[src/sv/sms_pkg.sv]
// shared types and constants for the semaphore / mutex sync unit
// no dependencies; used by every sms_* module and the core top level
package sms_pkg;

	localparam int MASK_W  = 16;
	localparam int PRIO_W  = 8;
	localparam int TCNT_W  = 5;
	localparam int CIDX_W  = 3;
	localparam int CDATA_W = 16;

	localparam logic [PRIO_W-1:0] PRIO_FREE = 8'hFF;

	// configuration register indexes
	localparam logic [CIDX_W-1:0] REG_THREAD_COUNT = 3'd0;
	localparam logic [CIDX_W-1:0] REG_SEM_INIT_0   = 3'd1;
	localparam logic [CIDX_W-1:0] REG_SEM_INIT_3   = 3'd4;

	typedef enum logic [2:0] {
		OP_PEND   = 3'd0,
		OP_POST   = 3'd1,
		OP_LOCK   = 3'd2,
		OP_UNLOCK = 3'd3,
		OP_SETPRI = 3'd4
	} op_t;

	typedef enum logic [2:0] {
		ST_GRANTED  = 3'd0,
		ST_BLOCKED  = 3'd1,
		ST_RELEASED = 3'd2,
		ST_IGNORED  = 3'd3,
		ST_POSTED   = 3'd4,
		ST_PRIO_SET = 3'd5
	} status_t;

	typedef struct packed {
		logic pend;
		logic post;
		logic load;
	} sem_cmd_t;

	typedef struct packed {
		status_t             status;
		logic                yield;
		logic [MASK_W-1:0]   woken;
		logic [MASK_W-1:0]   blocked;
		logic [PRIO_W-1:0]   opri;
	} result_t;

endpackage

[src/sv/sms_prio_ram.sv]
// thread priority memory: one write port, two registered read ports
// per-entry valid bits make unwritten entries read as the free priority; uses sms_pkg
module sms_prio_ram #(
	parameter int DEPTH = 16,
	parameter int AW    = 4
) (
	input  logic                       clk,
	input  logic                       arst_n,
	input  logic                       we,
	input  logic [AW-1:0]              wa,
	input  logic [sms_pkg::PRIO_W-1:0] wd,
	input  logic [AW-1:0]              ra0,
	input  logic [AW-1:0]              ra1,
	output logic [sms_pkg::PRIO_W-1:0] rd0,
	output logic [sms_pkg::PRIO_W-1:0] rd1
);

	logic [sms_pkg::PRIO_W-1:0] mem [DEPTH];
	logic [DEPTH-1:0]           vld_q;
	logic [sms_pkg::PRIO_W-1:0] rd0_q;
	logic [sms_pkg::PRIO_W-1:0] rd1_q;

	always_ff @(posedge clk or negedge arst_n) begin
		if (!arst_n) begin
			vld_q <= '0;
		end else if (we) begin
			vld_q[wa] <= 1'b1;
		end
	end

	always_ff @(posedge clk) begin
		if (we) begin
			mem[wa] <= wd;
		end
	end

	// write-first: a read at the address being written sees the new value
	always_ff @(posedge clk) begin
		if (we && wa == ra0) begin
			rd0_q <= wd;
		end else begin
			rd0_q <= vld_q[ra0] ? mem[ra0] : sms_pkg::PRIO_FREE;
		end
		if (we && wa == ra1) begin
			rd1_q <= wd;
		end else begin
			rd1_q <= vld_q[ra1] ? mem[ra1] : sms_pkg::PRIO_FREE;
		end
	end

	assign rd0 = rd0_q;
	assign rd1 = rd1_q;

endmodule

[src/sv/sms_sem_bank.sv]
// counting semaphore bank: pend decrement, saturating post, config preload
// depends on sms_pkg for the command struct
module sms_sem_bank #(
	parameter int NUM_SEMS    = 4,
	parameter int COUNT_WIDTH = 16,
	parameter int SI_W        = 2
) (
	input  logic                        clk,
	input  logic                        arst_n,
	input  sms_pkg::sem_cmd_t           cmd,
	input  logic [SI_W-1:0]             si,
	input  logic [SI_W-1:0]             ld_idx,
	input  logic [sms_pkg::CDATA_W-1:0] ld_value,
	output logic                        nonzero
);

	logic [NUM_SEMS-1:0][COUNT_WIDTH-1:0] cnt_q;
	logic [COUNT_WIDTH-1:0]               cur;

	assign cur     = cnt_q[si];
	assign nonzero = (cur != '0);

	always_ff @(posedge clk or negedge arst_n) begin
		if (!arst_n) begin
			cnt_q <= '0;
		end else if (cmd.load) begin
			cnt_q[ld_idx] <= COUNT_WIDTH'(32'(ld_value));
		end else if (cmd.pend && nonzero) begin
			cnt_q[si] <= cur - 1'b1;
		end else if (cmd.post && cur != '1) begin
			cnt_q[si] <= cur + 1'b1;
		end
	end

endmodule

[src/sv/sms_sync_ctl.sv]
// mutex table, blocked-thread bits and the per-request decision logic
// depends on sms_pkg; drives the write port of sms_prio_ram
module sms_sync_ctl #(
	parameter int MAX_THREADS = 16,
	parameter int NUM_MUTEXES = 4,
	parameter int TID_W       = 4,
	parameter int MI_W        = 2
) (
	input  logic                       clk,
	input  logic                       arst_n,
	input  logic                       vld,
	input  sms_pkg::op_t               op,
	input  logic [TID_W-1:0]           tid,
	input  logic [MI_W-1:0]            mi,
	input  logic [sms_pkg::PRIO_W-1:0] new_prio,
	input  logic [sms_pkg::PRIO_W-1:0] p_tid,
	input  logic [sms_pkg::PRIO_W-1:0] p_own,
	input  logic                       sem_nz,
	input  logic [sms_pkg::TCNT_W-1:0] thread_count,
	input  logic [MI_W-1:0]            mi_look,
	output logic [TID_W-1:0]           own_look,
	output logic                       pw_en,
	output logic [TID_W-1:0]           pw_addr,
	output logic [sms_pkg::PRIO_W-1:0] pw_data,
	output sms_pkg::result_t           res
);

	localparam int LIVE_W = (TID_W + 1 > sms_pkg::TCNT_W) ? TID_W + 1 : sms_pkg::TCNT_W + 1;

	logic [NUM_MUTEXES-1:0]                           held_q, held_d;
	logic [NUM_MUTEXES-1:0][TID_W-1:0]                owner_q, owner_d;
	logic [NUM_MUTEXES-1:0][sms_pkg::PRIO_W-1:0]      saved_q, saved_d;
	logic [MAX_THREADS-1:0]                           blk_q, blk_d;
	logic [MAX_THREADS-1:0]                           live;
	logic [MAX_THREADS-1:0]                           woken;
	logic                                             wake;
	logic [TID_W-1:0]                                 own;
	logic [TID_W-1:0]                                 own_after;
	sms_pkg::status_t                                 status;
	logic                                             yield;
	logic [sms_pkg::MASK_W-1:0]                       woken_m;
	logic [sms_pkg::MASK_W-1:0]                       blocked_m;

	// threads below thread_count take part in a wake
	for (genvar g = 0; g < MAX_THREADS; g++) begin : g_live
		assign live[g] = (LIVE_W'(thread_count) > LIVE_W'(g));
	end

	assign own = owner_q[mi];

	always_comb begin
		held_d  = held_q;
		owner_d = owner_q;
		saved_d = saved_q;
		blk_d   = blk_q;
		pw_en   = 1'b0;
		pw_addr = tid;
		pw_data = new_prio;
		status  = sms_pkg::ST_IGNORED;
		yield   = 1'b0;
		wake    = 1'b0;
		if (vld) begin
			case (op)
				sms_pkg::OP_PEND: begin
					if (sem_nz) begin
						status = sms_pkg::ST_GRANTED;
					end else begin
						blk_d[tid] = 1'b1;
						status     = sms_pkg::ST_BLOCKED;
						yield      = 1'b1;
					end
				end
				sms_pkg::OP_POST: begin
					wake   = 1'b1;
					status = sms_pkg::ST_POSTED;
					yield  = 1'b1;
				end
				sms_pkg::OP_LOCK: begin
					if (!held_q[mi]) begin
						held_d[mi]  = 1'b1;
						owner_d[mi] = tid;
						saved_d[mi] = p_tid;
						status      = sms_pkg::ST_GRANTED;
					end else begin
						// priority inheritance: owner takes the more urgent caller priority
						if (p_tid < p_own) begin
							pw_en   = 1'b1;
							pw_addr = own;
							pw_data = p_tid;
						end
						blk_d[tid] = 1'b1;
						status     = sms_pkg::ST_BLOCKED;
						yield      = 1'b1;
					end
				end
				sms_pkg::OP_UNLOCK: begin
					if (held_q[mi] && own == tid) begin
						pw_en      = 1'b1;
						pw_data    = saved_q[mi];
						held_d[mi] = 1'b0;
						wake       = 1'b1;
						status     = sms_pkg::ST_RELEASED;
						yield      = 1'b1;
					end
				end
				sms_pkg::OP_SETPRI: begin
					pw_en  = 1'b1;
					status = sms_pkg::ST_PRIO_SET;
				end
				default: begin
					status = sms_pkg::ST_IGNORED;
				end
			endcase
		end
		woken = wake ? (blk_q & live) : '0;
		blk_d = blk_d & ~woken;
	end

	assign own_look  = owner_d[mi_look];
	assign own_after = owner_d[mi];

	always_ff @(posedge clk or negedge arst_n) begin
		if (!arst_n) begin
			held_q  <= '0;
			owner_q <= '0;
			saved_q <= {NUM_MUTEXES{sms_pkg::PRIO_FREE}};
			blk_q   <= '0;
		end else begin
			held_q  <= held_d;
			owner_q <= owner_d;
			saved_q <= saved_d;
			blk_q   <= blk_d;
		end
	end

	always_comb begin
		res.status  = status;
		res.yield   = yield;
		res.woken   = woken_m;
		res.blocked = blocked_m;
		if (!held_d[mi]) begin
			res.opri = sms_pkg::PRIO_FREE;
		end else if (pw_en && pw_addr == own_after) begin
			res.opri = pw_data;
		end else if (own_after == tid) begin
			res.opri = p_tid;
		end else begin
			res.opri = p_own;
		end
	end

	for (genvar g = 0; g < sms_pkg::MASK_W; g++) begin : g_mask
		if (g < MAX_THREADS) begin : g_in
			assign woken_m[g]   = woken[g];
			assign blocked_m[g] = blk_d[g];
		end else begin : g_out
			assign woken_m[g]   = 1'b0;
			assign blocked_m[g] = 1'b0;
		end
	end

endmodule

[src/sv/semaphore_mutex_sync_unit_core.sv]
// top level of the semaphore / mutex sync unit: request register, state tables, result register
// depends on sms_pkg, sms_prio_ram, sms_sem_bank and sms_sync_ctl
//
// channel   direction  handshake               payload
// request   in         start, busy             op, thread_id, object_index, new_priority
// result    out        done (one-cycle strobe) status, yield_request, woken_mask,
//                                              blocked_mask, owner_priority
// config    in         cfg_valid, cfg_ready    cfg_index, cfg_data
//
// one request per cycle; busy stays low, so start alone accepts a request
// the accepting edge loads the request register; the result register and done are loaded from it
// after one read-modify-write pass over the state tables, so done rises together with the result
// the thread priority memory is read at acceptance and forwarded from the pass in flight
// reset clears all tables at once; results cannot be stalled and are never dropped
module semaphore_mutex_sync_unit_core #(
	parameter int MAX_THREADS = 16,
	parameter int NUM_SEMS    = 4,
	parameter int NUM_MUTEXES = 4,
	parameter int COUNT_WIDTH = 16
) (
	input  logic                         clk,
	input  logic                         arst_n,
	input  logic                         start,
	output logic                         busy,
	input  logic [2:0]                   op,
	input  logic [3:0]                   thread_id,
	input  logic [1:0]                   object_index,
	input  logic [7:0]                   new_priority,
	output logic                         done,
	output logic [2:0]                   status,
	output logic                         yield_request,
	output logic [15:0]                  woken_mask,
	output logic [15:0]                  blocked_mask,
	output logic [7:0]                   owner_priority,
	input  logic                         cfg_valid,
	output logic                         cfg_ready,
	input  logic [sms_pkg::CIDX_W-1:0]   cfg_index,
	input  logic [sms_pkg::CDATA_W-1:0]  cfg_data
);

	localparam int TID_W = $clog2(MAX_THREADS);
	localparam int SI_W  = (NUM_SEMS > 1) ? $clog2(NUM_SEMS) : 1;
	localparam int MI_W  = (NUM_MUTEXES > 1) ? $clog2(NUM_MUTEXES) : 1;

	logic [TID_W-1:0] tid_map [16];
	logic [SI_W-1:0]  si_map  [4];
	logic [MI_W-1:0]  mi_map  [4];

	logic [TID_W-1:0] tid_in;
	logic [MI_W-1:0]  mi_in;
	logic [TID_W-1:0] own_look;
	logic             accept;
	logic             cfg_wr;

	logic                       valid_s1;
	sms_pkg::op_t               op_s1;
	logic [TID_W-1:0]           tid_s1;
	logic [SI_W-1:0]            si_s1;
	logic [MI_W-1:0]            mi_s1;
	logic [sms_pkg::PRIO_W-1:0] prio_s1;

	logic [sms_pkg::PRIO_W-1:0] p_tid;
	logic [sms_pkg::PRIO_W-1:0] p_own;
	logic                       pw_en;
	logic [TID_W-1:0]           pw_addr;
	logic [sms_pkg::PRIO_W-1:0] pw_data;

	logic [sms_pkg::TCNT_W-1:0] thread_count_q;
	sms_pkg::sem_cmd_t          sem_cmd;
	logic [SI_W-1:0]            ld_idx;
	logic                       sem_nz;

	sms_pkg::result_t res;
	sms_pkg::result_t res_s2;
	logic             done_s2;

	// index folding onto the configured table sizes
	for (genvar g = 0; g < 16; g++) begin : g_tid
		assign tid_map[g] = TID_W'(g % MAX_THREADS);
	end
	for (genvar g = 0; g < 4; g++) begin : g_obj
		assign si_map[g] = SI_W'(g % NUM_SEMS);
		assign mi_map[g] = MI_W'(g % NUM_MUTEXES);
	end

	assign busy      = 1'b0;
	assign cfg_ready = 1'b1;
	assign accept    = start && !busy;
	assign cfg_wr    = cfg_valid && cfg_ready;
	assign tid_in    = tid_map[thread_id];
	assign mi_in     = mi_map[object_index];

	always_ff @(posedge clk or negedge arst_n) begin
		if (!arst_n) begin
			valid_s1 <= 1'b0;
		end else begin
			valid_s1 <= accept;
		end
	end

	always_ff @(posedge clk) begin
		if (accept) begin
			op_s1   <= sms_pkg::op_t'(op);
			tid_s1  <= tid_in;
			si_s1   <= si_map[object_index];
			mi_s1   <= mi_in;
			prio_s1 <= new_priority;
		end
	end

	always_ff @(posedge clk or negedge arst_n) begin
		if (!arst_n) begin
			thread_count_q <= sms_pkg::TCNT_W'(16);
		end else if (cfg_wr && cfg_index == sms_pkg::REG_THREAD_COUNT) begin
			thread_count_q <= cfg_data[sms_pkg::TCNT_W-1:0];
		end
	end

	always_comb begin
		sem_cmd.pend = valid_s1 && op_s1 == sms_pkg::OP_PEND;
		sem_cmd.post = valid_s1 && op_s1 == sms_pkg::OP_POST;
		sem_cmd.load = 1'b0;
		ld_idx       = SI_W'(cfg_index - sms_pkg::REG_SEM_INIT_0);
		if (cfg_wr && cfg_index >= sms_pkg::REG_SEM_INIT_0 &&
		    cfg_index <= sms_pkg::REG_SEM_INIT_3 &&
		    int'(cfg_index - sms_pkg::REG_SEM_INIT_0) < NUM_SEMS) begin
			sem_cmd.load = 1'b1;
		end
	end

	sms_sem_bank #(
		.NUM_SEMS    (NUM_SEMS),
		.COUNT_WIDTH (COUNT_WIDTH),
		.SI_W        (SI_W)
	) u_sem (
		.clk      (clk),
		.arst_n   (arst_n),
		.cmd      (sem_cmd),
		.si       (si_s1),
		.ld_idx   (ld_idx),
		.ld_value (cfg_data),
		.nonzero  (sem_nz)
	);

	sms_prio_ram #(
		.DEPTH (MAX_THREADS),
		.AW    (TID_W)
	) u_prio (
		.clk    (clk),
		.arst_n (arst_n),
		.we     (pw_en),
		.wa     (pw_addr),
		.wd     (pw_data),
		.ra0    (tid_in),
		.ra1    (own_look),
		.rd0    (p_tid),
		.rd1    (p_own)
	);

	sms_sync_ctl #(
		.MAX_THREADS (MAX_THREADS),
		.NUM_MUTEXES (NUM_MUTEXES),
		.TID_W       (TID_W),
		.MI_W        (MI_W)
	) u_ctl (
		.clk          (clk),
		.arst_n       (arst_n),
		.vld          (valid_s1),
		.op           (op_s1),
		.tid          (tid_s1),
		.mi           (mi_s1),
		.new_prio     (prio_s1),
		.p_tid        (p_tid),
		.p_own        (p_own),
		.sem_nz       (sem_nz),
		.thread_count (thread_count_q),
		.mi_look      (mi_in),
		.own_look     (own_look),
		.pw_en        (pw_en),
		.pw_addr      (pw_addr),
		.pw_data      (pw_data),
		.res          (res)
	);

	always_ff @(posedge clk or negedge arst_n) begin
		if (!arst_n) begin
			done_s2 <= 1'b0;
		end else begin
			done_s2 <= valid_s1;
		end
	end

	always_ff @(posedge clk) begin
		if (valid_s1) begin
			res_s2 <= res;
		end
	end

	assign done           = done_s2;
	assign status         = res_s2.status;
	assign yield_request  = res_s2.yield;
	assign woken_mask     = res_s2.woken;
	assign blocked_mask   = res_s2.blocked;
	assign owner_priority = res_s2.opri;

endmodule
[config.mk]
export PLATFORM = sky130hd
export DESIGN_NAME = semaphore_mutex_sync_unit_core
export DESIGN_NICKNAME = d
export VERILOG_FILES = /design/src/sv/sms_pkg.sv /design/src/sv/sms_prio_ram.sv /design/src/sv/sms_sem_bank.sv /design/src/sv/sms_sync_ctl.sv /design/src/sv/semaphore_mutex_sync_unit_core.sv
export SDC_FILE = /design/constraint.sdc
export NUM_CORES = 1
export LEC_CHECK = 0
export ABC_CLOCK_PERIOD_IN_PS = 9500
export BUFFER_PORTS_ARGS = -buffer_cell sky130_fd_sc_hd__buf_2
export CAP_MARGIN = 20
export CORE_ASPECT_RATIO = 0.7
export CORE_MARGIN = 2
export CORE_UTILIZATION = 49
export DETAILED_ROUTE_END_ITERATION = 8
export PLACE_DENSITY = 0.7
export SYNTH_ARGS = -nofsm -noshare
export SYNTH_HDL_FRONTEND = slang
export SYNTH_SLANG_ARGS = --single-unit
[constraint.sdc]
create_clock -name clk -period 9.5 [get_ports clk]
set_clock_uncertainty 0.05 [all_clocks]
set_input_delay 1.425 -clock clk [delete_from_list [all_inputs] [get_ports clk]]
set_output_delay 1.425 -clock clk [all_outputs]
set_load 0.05 [all_outputs]
---- Word level (Yosys, flattened, before mapping) ----
Memories as Yosys holds them, arrays and structs flattened.
Cells that the tools add are included.
storage, ports and cells
  latch bits .............................. 0
  RAM bits ................................ 128
  input bits .............................. 40
  bits in registers ....................... 232
  memories ................................ 2
  bits in read-only memories .............. 64
memory list
  memory           depth  width  rd ports  clocked after Yosys merged registers in  write ports  line                                  source
  u_prio.mem       16     8      2         0                                        1            sms_prio_ram.sv:18                    logic [sms_pkg::PRIO_W-1:0] mem [DEPTH];
  (no name shown)  16     4      1         0                                        0            semaphore_mutex_sync_unit_core.sv:90  assign tid_in = tid_map[thread_id];
operators by class
  multiply operators ...................... 0
  div/mod/pow operators ................... 0
  reduce and logical (&&, ||, !) cells .... 21
  multiplexer cells ....................... 89
  $lt $le $gt $ge ......................... 33
  shifts and indexed selects .............. 0
  bitwise gates (word level) .............. 11
  eq/ne operators ......................... 10
  add/sub/neg operators ................... 4
operator list
  kind                                                           number
  bitwise mux 64 bit                                             3
  2-to-1 mux 64 bit                                              3
  2-to-1 mux 16 bit                                              10
  2-to-1 mux 8 bit                                               12
  demux 16 bit (select 2 bit)                                    2
  2-to-1 mux 4 bit                                               13
  greater-than comparator 5 x 4 -> 1 bit, second input constant  8
  bitwise AND 16 bit                                             2
  binary-select mux 16 bit (select 2 bit)                        1
  bitwise mux 32 bit                                             1
  bitwise OR 16 bit                                              2
  one-hot mux 16 bit (2 select lines)                            1
  binary-select mux 4 bit (select 2 bit)                         3
  == test 4 bit                                                  5
  greater-than comparator 5 x 3 -> 1 bit, second input constant  4
  less-than comparator 4 x 5 -> 1 bit, second input constant     4
  2-to-1 mux 1 bit                                               20
  adder 16 x 1 -> 16 bit, second input constant                  1
  binary-select mux 8 bit (select 2 bit)                         1
  bitwise mux 16 bit                                             1
  demux 8 bit (select 2 bit)                                     1
  logical AND 1 bit                                              16
  != test 16 bit, second input constant                          1
  NOT 16 bit                                                     1
  other kinds (40)                                               52

---- Longest topological paths before layout ----
Gate-level depths: netlist of run 1.
  depth after elaboration ................. 14
  gate-level depth with buffers ........... 16
  mapped depth without buffers ............ 12

---- Modules after synthesis ----
Synthesis of run 1 repeated with hierarchy kept, for this count alone.
unflattened totals
  cell total of the unflattened synthesis .. 1359
  area, all modules ....................... 18306.3 µm²
by module, submodules not included
  module                          instances  cells each  area an instance (µm²)
  sms_prio_ram                    1          396         7229.4
  sms_sync_ctl                    1          460         4739.5
  sms_sem_bank                    1          409         4121.5
  semaphore_mutex_sync_unit_core  1          94          2215.9

---- Worst setup path after synthesis of run 1 ----
No wires, ideal clock.
  path kind ............................... reg2reg
  start point ............................. reg valid_s1
  end point ............................... reg res_s2 (netlist bit owner_priority[0]), data pin
  data arrival time ....................... 3.917 ns
  clock period less this slack ............ 4.226 ns
  cell stages (with the launch flop) ...... 12
  setup slack ............................. 5.274 ns
  cells stage by stage .................... dfrtp_1 > nand4bb_1 > buf_4 > nor4_2 > mux2_2 > mux4_2 > and3_1 > nor4b_2 > and4_1 > buf_6 > mux2i_1 > or2_1
RTL lines
  element                 line                                   source
  start, declared         semaphore_mutex_sync_unit_core.sv:55   logic valid_s1;
  start signal, assigned  semaphore_mutex_sync_unit_core.sv:97   valid_s1 <= accept;
  end signal, assigned    semaphore_mutex_sync_unit_core.sv:195  res_s2 <= res;
  end, declared           semaphore_mutex_sync_unit_core.sv:74   sms_pkg::result_t res_s2;

==> summary.txt, run 1 <==
PostCTS Resize Cnt: 0
R2r startpoint: mi_s1[1]
Final setup viols: 0
Vias: 12800
DP HPWL: 33900 um
I/O pin cnt: 87
Die area: 38400 um2
Maximum VDD drop: 0.137 mV
Port buffer count: 84
Clock-pin slew on the worst setup and hold paths: 0.07 ns
Hold Path Stages: 2
Worst Path Required: 9.82 ns
Post-synth top area cell: edfxtp_1
R2R depth: 9
Initial DRT Pass Iterations: 6
Sequential cell area: 9920 um2
Multi-input gate area: 7560 um2
Final core utilization: 0.557
Sw power: 0.00160 W
Max cap viols: 0
Primary FF master, synth: edfxtp_1
Largest net degree at the start of global routing: 72
Reg2Reg Setup Slack: 4.65 ns
Period minus WS final: 4.85 ns
Core ar.: 36100 um2
Status: completed
RSZ-0062 raised after global routing: no
Least-Margin Pin Slew: 1.08 ns
Distinct cells, synth: 79
CP Launch Type: flop
Fin Setup TNS: 0 ns
Final net count: 1545
Row cnt: 58
Critical Path, Cell by Cell: buf_4 -> mux4_2 -> or4_1 -> nor2_2 -> a311oi_1 -> nand2_1 -> nand3_1 -> nand2_1 -> o21ai_0
Fillers: 2894
Wirelength per Cell: 25.0 um
Critical path's slowest cell: or4_1
Vias/cell: 6.42
Sink Count: 360
Synth warn: 0
Vias in the first global route: 12400
Syn avg cell area: 12.6 um2
Die X: 233 um
Crit path kind: flop to flop
Syn Nets: 1479
Capturing point of the worst reg2reg path: u_sem.cnt_q[31]
Cell repeated most along the worst path: nand2_1
Synth area leaders: edfxtp_1 (31%), dfrtp_1 (17%), mux4_2 (9.9%), mux2i_1 (6.1%), dfstp_2 (4.8%)
Register area share after synthesis: 0.550
Skew-Pair Late Insertion Delay: 0.54 ns
Clock power share: 0.288
HP Class: flop to flop
Hold Path Origin: u_ctl.saved_q[5]
CTS H-tree lvls: 2
Pwr dens: 247 nW/um2
EDFF count, synth: 189
RePlAce Congestion: 0.921
Die Span Y: 165 um
Gate power share: 0.264
Hold Path End: u_ctl.saved_q[5]
Final antenna-violating net count: 0
Initial DRC count: 1587
FF+latch count, synth: 360
Area Growth Syn to Fin: 11.3%
# DRC: 0
Final worst-path cycle share: 0.511
Slew Limit Fails: 0
Fin. Hold Viols: 0
CP Max Fanout: 60
Top-area cell type share of the netlist area: 0.315
CTS max path bufs: 3
Total gr overflow: 0
Seq pwr share: 0.447
Setup crit end kind: flop
Worst path arrival time: 5.17 ns
Pleak: 7.80 nW
Post-Synthesis Cells: 1427
Share of cells above drive strength 1: 0.233
Total CTS buffers: 37
Fmax: 206 MHz
Clock root buffer: clkbuf_16
Overall Global Routing Usage: 0.265
Setup repair bufs after CTS: 0
Initial core utilization: 0.500
Initial antenna violation count: 1
Ys async rst share: 0.431
CTS Hold Bufs: 0
CTS tree: built
Global-route wire length before repair: 76300 um
CP peak stage delay: 0.65 ns
Final wirelength: 50000 um
Slew margin rel.: 0.280
Net Sw Frac: 0.324
Pint: 0.00335 W
Cell area after synthesis: 18000 um2
[power groups by stage]
stage	Combinational [W]	Clock [W]	Sequential, W
after floorplan	0.000937	0	0.00219
after global placement	0.00124	0	0.00222
after detailed placement	0.00128	0	0.00223
after CTS	0.00129	0.00145	0.00220
after global routing	0.00143	0.00151	0.00224
final	0.00131	0.00143	0.00222
[cell usage after synthesis (all sizes together) (13+ instances only)]
cell type	number
o21ai	100
and3	13
or2	29
o22ai	18
nand2	115
dfxtp	16
a22oi	73
edfxtp	189
a21oi	61
nor3	18
nor2	68
buf	47
mux2	31
xor2	26
xnor2	17
inv	42
dfrtp	122
mux2i	110
nand3	19
clkbuf	43
mux4	79
dfstp	33
[flip-flops by register name (all words and copies together) (netlist names), 3 cells and up]
signal	count
u_prio.mem	128
u_sem.cnt_q	64
u_ctl.saved_q	32
blocked_mask	16
u_ctl.blk_q	16
u_ctl.owner_q	16
u_prio.vld_q	16
woken_mask	16
owner_priority	8
prio_s1	8
u_prio.rd0	8
u_prio.rd1	8
thread_count_q	5
tid_s1	4
u_ctl.held_q	4
op_s1	3
status	3
[metal layers]
layer | share of wire | track usage | wire (um) | vias up
li1 | - | - | - | 5556
met1 | 0.45 | 0.416 | 22600 | 6433
met2 | 0.40 | 0.350 | 20200 | 774
met3 | 0.13 | 0.0884 | 6400 | 80
met4 | 0.018 | 0.0579 | 876 | 0
met5 | 0 | 0 | 0 | -
[logic make-up after synthesis]
group / Yosys count / synth area share
other: 2 / 0.000416
AOI/OAI and AO/OA: 318 / 0.112
muxes: 220 / 0.179
adders and majority gates: 12 / 0.00832
buffers and inverters: 132 / 0.0330
and+or+nand+nor: 340 / 0.0967
xor gates and xnor gates: 43 / 0.0209
DFF: 360 / 0.550
[worst max path at each step]
stage | from | end | slack (ns)
after floorplan | valid_s1 | owner_priority[0] | 5.27
after global placement | cfg_index[0] | u_sem.cnt_q[46] | 4.53
after detailed placement | cfg_index[0] | u_sem.cnt_q[38] | 4.40
after CTS | op_s1[0] | owner_priority[1] | 4.61
after global routing | op_s1[0] | u_prio.rd1[2] | 4.35
final | mi_s1[1] | u_sem.cnt_q[31] | 4.65
[area by class of cell]
class | count | area share
diodes | 1 | 0.000125
clock buffers | 53 | 0.0517
clock inverters | 14 | 0.00667
inverters | 42 | 0.00785
multi-input cells | 935 | 0.376
flip-flops and latches | 360 | 0.494
well taps | 480 | 0.0299
repair buffers | 117 | 0.0337
[layout by cell type (no fill, tap or decap), types with 30 or more instances in the layout]
cell type / count
dfstp_2: 33
a21oi_1: 61
inv_1: 41
nor2_1: 67
o21ai_0: 88
mux2_2: 30
mux2i_1: 110
clkbuf_16: 38
dfrtp_1: 121
nand2_1: 115
edfxtp_1: 189
a22oi_1: 73
mux4_2: 79
buf_2: 85
[metrics by stage]
step | hold slack (ns) | setup WS (ns) | cells | cell area (um2) | power, W
2_1_floorplan | 0.380 | 5.27 | 1427 | 18000 | 0.00313
3_3_place_gp | 0.393 | 4.53 | 1930 | 18900 | 0.00346
3_5_place_dp | 0.398 | 4.40 | 1931 | 18900 | 0.00351
4_1_cts | 0.408 | 4.61 | 1998 | 20100 | 0.00494
5_1_grt | 0.415 | 4.35 | 2002 | 20100 | 0.00518
6_report | 0.406 | 4.65 | 2002 | 20100 | 0.00495
[worst max-delay path, delay by kind of cell, from the launching register on]
family / cells / cell delay (ns)
AO/OA/AOI/OAI: 2 / 0.57
buffers and inverters: 1 / 0.62
flip-flops: 1 / 0.32
multiplexers: 1 / 0.52
AND/OR/NAND/NOR: 5 / 2.55
No activity file was read; power rests on OpenSTA's default activity.
==> run 2, diff against run 1 <==
--- a/config.mk
+++ b/config.mk
@@ -5,14 +5,14 @@
 export SDC_FILE = /design/constraint.sdc
 export NUM_CORES = 1
 export LEC_CHECK = 0
-export ABC_CLOCK_PERIOD_IN_PS = 9500
+export ABC_CLOCK_PERIOD_IN_PS = 4200
 export BUFFER_PORTS_ARGS = -buffer_cell sky130_fd_sc_hd__buf_2
 export CAP_MARGIN = 20
 export CORE_ASPECT_RATIO = 0.7
 export CORE_MARGIN = 2
 export CORE_UTILIZATION = 49
 export DETAILED_ROUTE_END_ITERATION = 8
-export PLACE_DENSITY = 0.7
+export PLACE_DENSITY = 0.72
 export SYNTH_ARGS = -nofsm -noshare
 export SYNTH_HDL_FRONTEND = slang
 export SYNTH_SLANG_ARGS = --single-unit
==> constraint.sdc (replaced) <==
create_clock -name clk -period 4.2 [get_ports clk]
set_clock_uncertainty 0.05 [all_clocks]
set_input_delay 0.63 -clock clk [delete_from_list [all_inputs] [get_ports clk]]
set_output_delay 0.63 -clock clk [all_outputs]
set_load 0.05 [all_outputs]
==> summary.txt, run 2 (synthesized netlist as in run 1, its figures left out) <==
Initial antenna violation count: 5
Fmax: 250 MHz
Total gr overflow: 0
Most flops, register: u_prio.mem
Initial DRT Pass Iterations: 5
I/O pin cnt: 87
Sink Count: 360
Most common cell after layout, fill and taps aside: edfxtp_1
Fin. Hold Viols: 0
Pwr dens: 562 nW/um2
Post-DP Area: 19300 um2
PostCTS Resize Cnt: 0
Overall Global Routing Usage: 0.264
CTS Hold Bufs: 0
Row cnt: 58
Vias: 13000
Largest net degree at the start of global routing: 102
Final wirelength: 49500 um
Least-Margin Pin Slew: 0.951 ns
Area Growth Syn to Fin: 14.1%
R2R depth: 10
Vias/cell: 6.34
Worst Setup Slack, final: 0.207 ns
Port buffer count: 84
Total CTS buffers: 37
Total power: 0.0116 W
Final net count: 1588
CTS max path bufs: 3
Clock-pin slew on the worst setup and hold paths: 0.06 ns
Fin Setup TNS: 0 ns
RSZ-0062 raised after global routing: no
Final worst-path cycle share: 0.951
Setup repair bufs after CTS: 0
Period minus WS final: 3.99 ns
CP Launch Type: flop
Skew-Pair Late Insertion Delay: 0.55 ns
Global-route wire length before repair: 76800 um
CTS tree: built
# DRC: 0
RePlAce Congestion: 0.883
Largest regs: u_prio.mem: 128 flops, u_sem.cnt_q: 64 flops, u_ctl.saved_q: 32 flops
Worst path arrival time: 4.33 ns
CP Max Fanout: 11
Core ar.: 36100 um2
Final instance area: 20600 um2
Pleak: 8.07 nW
Die Span Y: 165 um
Die X: 233 um
Slew Limit Fails: 0
Commonest non-fill, non-tap cells in the layout: edfxtp_1 (189), dfrtp_1 (121), nand2_1 (115), mux2i_1 (110), o21ai_0 (88)
Vias in the first global route: 12600
Wirelength per Cell: 24.2 um
HP Class: primary input to async pin
Max cap viols: 0
Post-place setup slack: 0.267 ns
Slew margin rel.: 0.363
Maximum VDD drop: 0.415 mV
CTS H-tree lvls: 2
Status: completed
Reg2Reg Setup Slack: 0.21 ns
DP HPWL: 34600 um
Max FFs per register: 128
Final antenna-violating net count: 0
Share of cells above drive strength 1: 0.254
Final setup viols: 0
Setup crit end kind: flop
Initial core utilization: 0.500
Fillers: 2871
Clock root buffer: clkbuf_16
Worst Path Required: 4.54 ns
Crit path kind: flop to flop
Die area: 38400 um2
Initial DRC count: 1775
-- run 2: cell count changes in the layout (fill, tap and decap cells not counted), sizes merged --
cell,delta
inv,+1
clkbuf,-2
bufinv,+4
buf,+43
diode,+1
clkinv,-5
clkinvlp,+2
-- run 2: layout make-up --
| class | count | area (um2) | share of cell area |
|---|---|---|---|
| Tap cell | 480 | 601 | 0.0292 |
| Antenna cell | 2 | 5.00 | 0.000243 |
| Inverter | 42 | 158 | 0.00766 |
| Sequential cell | 360 | 9920 | 0.482 |
| Clock inverter | 16 | 258 | 0.0125 |
| Multi-Input combinational cell | 935 | 7550 | 0.367 |
| Timing Repair Buffer | 160 | 1050 | 0.0509 |
| Clock buffer | 51 | 1040 | 0.0505 |
-- run 2: path summary, 6_finish.rpt --
| path | startpoint | end |
|---|---|---|
| worst max-delay path | mi_s1[0] | u_sem.cnt_q[43] |
| worst min register to register | u_ctl.saved_q[7] | u_ctl.saved_q[7] |
| min in group clk | new_priority[0] | prio_s1[0] |
| worst max register to register | mi_s1[0] | u_sem.cnt_q[43] |
| worst min-delay path | arst_n | u_sem.cnt_q[22] |
| max in group asynchronous | arst_n | u_ctl.saved_q[15] |
-- run 2: stage by stage --
step                utilization  instances  hold WS [ns]
floorplan                     -       1427         0.284
global placement          0.534       1977         0.394
detailed placement        0.534       1977         0.401
CTS                       0.570       2044         0.192
global route              0.570       2046         0.192
finish                    0.570       2046         0.177
-- run 2: layer usage --
layer	routed length (um)	part of all wire	global-route usage
met4	678	0.014	0.0478
met5	36	0.00073	0
met3	5810	0.12	0.0654
met1	22300	0.45	0.416
met2	20700	0.42	0.372
-- run 2: critical path: stages (launching register included) --
cell      delay (ns)
edfxtp_1        0.43
buf_4           0.26
mux4_2          0.63
or4_1           0.66
nor2_2          0.35
a31oi_1         0.41
nor2_1          0.27
and2_1          0.21
a31oi_1         0.08
xor2_1          0.32
o21ai_0         0.17
-- run 2: report_power, final --
part,internal (W),total (W),switching (W)
Sequential,0.00450,0.00498,0.000485
Combinational,0.00128,0.00305,0.00177
Clock,0.00212,0.00354,0.00142
==> run 3, diff against run 2 <==
--- a/config.mk
+++ b/config.mk
@@ -12,7 +12,7 @@
 export CORE_MARGIN = 2
 export CORE_UTILIZATION = 49
 export DETAILED_ROUTE_END_ITERATION = 8
-export PLACE_DENSITY = 0.72
+export PLACE_DENSITY = 0.66
 export SYNTH_ARGS = -nofsm -noshare
 export SYNTH_HDL_FRONTEND = slang
 export SYNTH_SLANG_ARGS = --single-unit
==> summary.txt, run 3 (synthesized netlist as in run 1, its figures left out) <==
Status: completed
Final setup viols: 0
Worst Setup Slack, final: 0.267 ns
CTS H-tree lvls: 2
Initial DRC count: 1669
Fin Setup TNS: 0 ns
Die Span Y: 165 um
Share of cells above drive strength 1: 0.253
Total CTS buffers: 37
Pleak: 8.00 nW
Crit path kind: flop to flop
Hold slack: 0.0294 ns
Slew margin rel.: 0.388
CP Max Fanout: 11
Setup crit end kind: flop
Capturing point of the worst reg2reg path: owner_priority[3]
Commonest non-fill, non-tap cells in the layout: edfxtp_1 (189), dfrtp_1 (121), nand2_1 (115), mux2i_1 (110), o21ai_0 (88)
Final antenna-violating net count: 0
Max cap viols: 0
HP Class: primary input to async pin
# DRC: 0
Initial antenna violation count: 2
Final wirelength: 48800 um
RePlAce Congestion: 0.901
Final worst-path cycle share: 0.936
Skew-Pair Late Insertion Delay: 0.54 ns
Worst path arrival time: 4.16 ns
R2r startpoint: mi_s1[0]
Post-place setup slack: 0.316 ns
Area Growth Syn to Fin: 13.0%
Initial DRT Pass Iterations: 8
Final net count: 1586
Port buffer count: 84
Worst Path Required: 4.43 ns
Global-route wire length before repair: 75000 um
CP Launch Type: flop
Core ar.: 36100 um2
Overall Global Routing Usage: 0.259
Fin. Hold Viols: 0
CTS max path bufs: 3
Setup repair bufs after CTS: 0
Vias/cell: 6.27
Least-Margin Pin Slew: 0.913 ns
CTS Hold Bufs: 0
CTS tree: built
Row cnt: 58
Slew Limit Fails: 0
Post-DP Area: 19200 um2
Clock root buffer: clkbuf_16
Most flops, register: u_prio.mem
Fmax: 254 MHz
Largest net degree at the start of global routing: 71
Maximum VDD drop: 0.339 mV
Clock-pin slew on the worst setup and hold paths: 0.06 ns
Die area: 38400 um2
Max FFs per register: 128
Most common cell after layout, fill and taps aside: edfxtp_1
Final instance area: 20400 um2
I/O pin cnt: 87
Initial core utilization: 0.500
Vias in the first global route: 12300
Reg2Reg Setup Slack: 0.27 ns
Largest regs: u_prio.mem: 128 flops, u_sem.cnt_q: 64 flops, u_ctl.saved_q: 32 flops
Wirelength per Cell: 23.9 um
Period minus WS final: 3.93 ns
Sink Count: 360
Total gr overflow: 0
R2R depth: 10
DP HPWL: 34300 um
Die X: 233 um
Vias: 12800
Pwr dens: 549 nW/um2
Total power: 0.0112 W
run 3: cell types whose count changed in the layout (fill, tap and decap cells not counted), sizes merged:
cell | previous run | this run
bufinv | 6 | 0
clkbuf | 51 | 56
diode | 2 | 1
clkinv | 7 | 9
buf | 160 | 158
clkinvlp | 2 | 1
run 3: worst max path at each step:
stage	from	endpoint	slack, ns
floorplan	valid_s1	owner_priority[0]	0.42
global placement	mi_s1[0]	owner_priority[2]	0.40
detailed placement	mi_s1[0]	u_sem.cnt_q[59]	0.32
CTS	mi_s1[0]	u_sem.cnt_q[59]	0.29
global route	mi_s1[0]	owner_priority[2]	-0.006
finish	mi_s1[0]	owner_priority[3]	0.27
run 3: repair_timing:
item / CTS / global route
resized for setup: 0 / 1
endpoints found under the hold margin: 0 / 0
setup endpoints to repair: 0 / 1
run 3: power by group:
group	total (W)	switching, W	internal [W]
logic	0.00305	0.00177	0.00128
clock network	0.00317	0.00136	0.00181
registers	0.00497	0.000473	0.00450
total	0.0112	0.00360	0.00759
run 3: worst max-delay path, stage by stage, from the launching register on:
cell and delay, ns:
edfxtp_1 0.39, buf_4 0.28, mux4_2 0.60, xor2_1 0.16, nor3_1 0.20, nand3_1 0.33, nor2_1 0.36, o21a_1 0.29
and4_1 0.60, mux2i_1 0.17, or2_1 0.23
run 3: final cells by class:
type                    count  area, um2
clock buffers              56       1100
repair buffers            158       1010
clock inverters            11       60.1
fillers                  2937      15700
flip-flops and latches    360       9920
inverters                  42        158
well taps                 480        601
diodes                      1       2.50
multi-input cells         935       7550
run 3: layer usage:
metal,track usage,part of all wire,vias up,routed length [um]
li1,-,-,5642,-
met1,0.417,0.47,6399,22800
met2,0.348,0.41,707,19800
met3,0.0656,0.11,66,5370
met4,0.0562,0.017,2,832
met5,0,0.00014,-,7
run 3: stage by stage:
step,utilization,cells
after floorplan,-,1427
after detailed placement,0.533,1975
after global placement,0.533,1975
after global routing,0.565,2043
final,0.565,2043
after CTS,0.565,2042
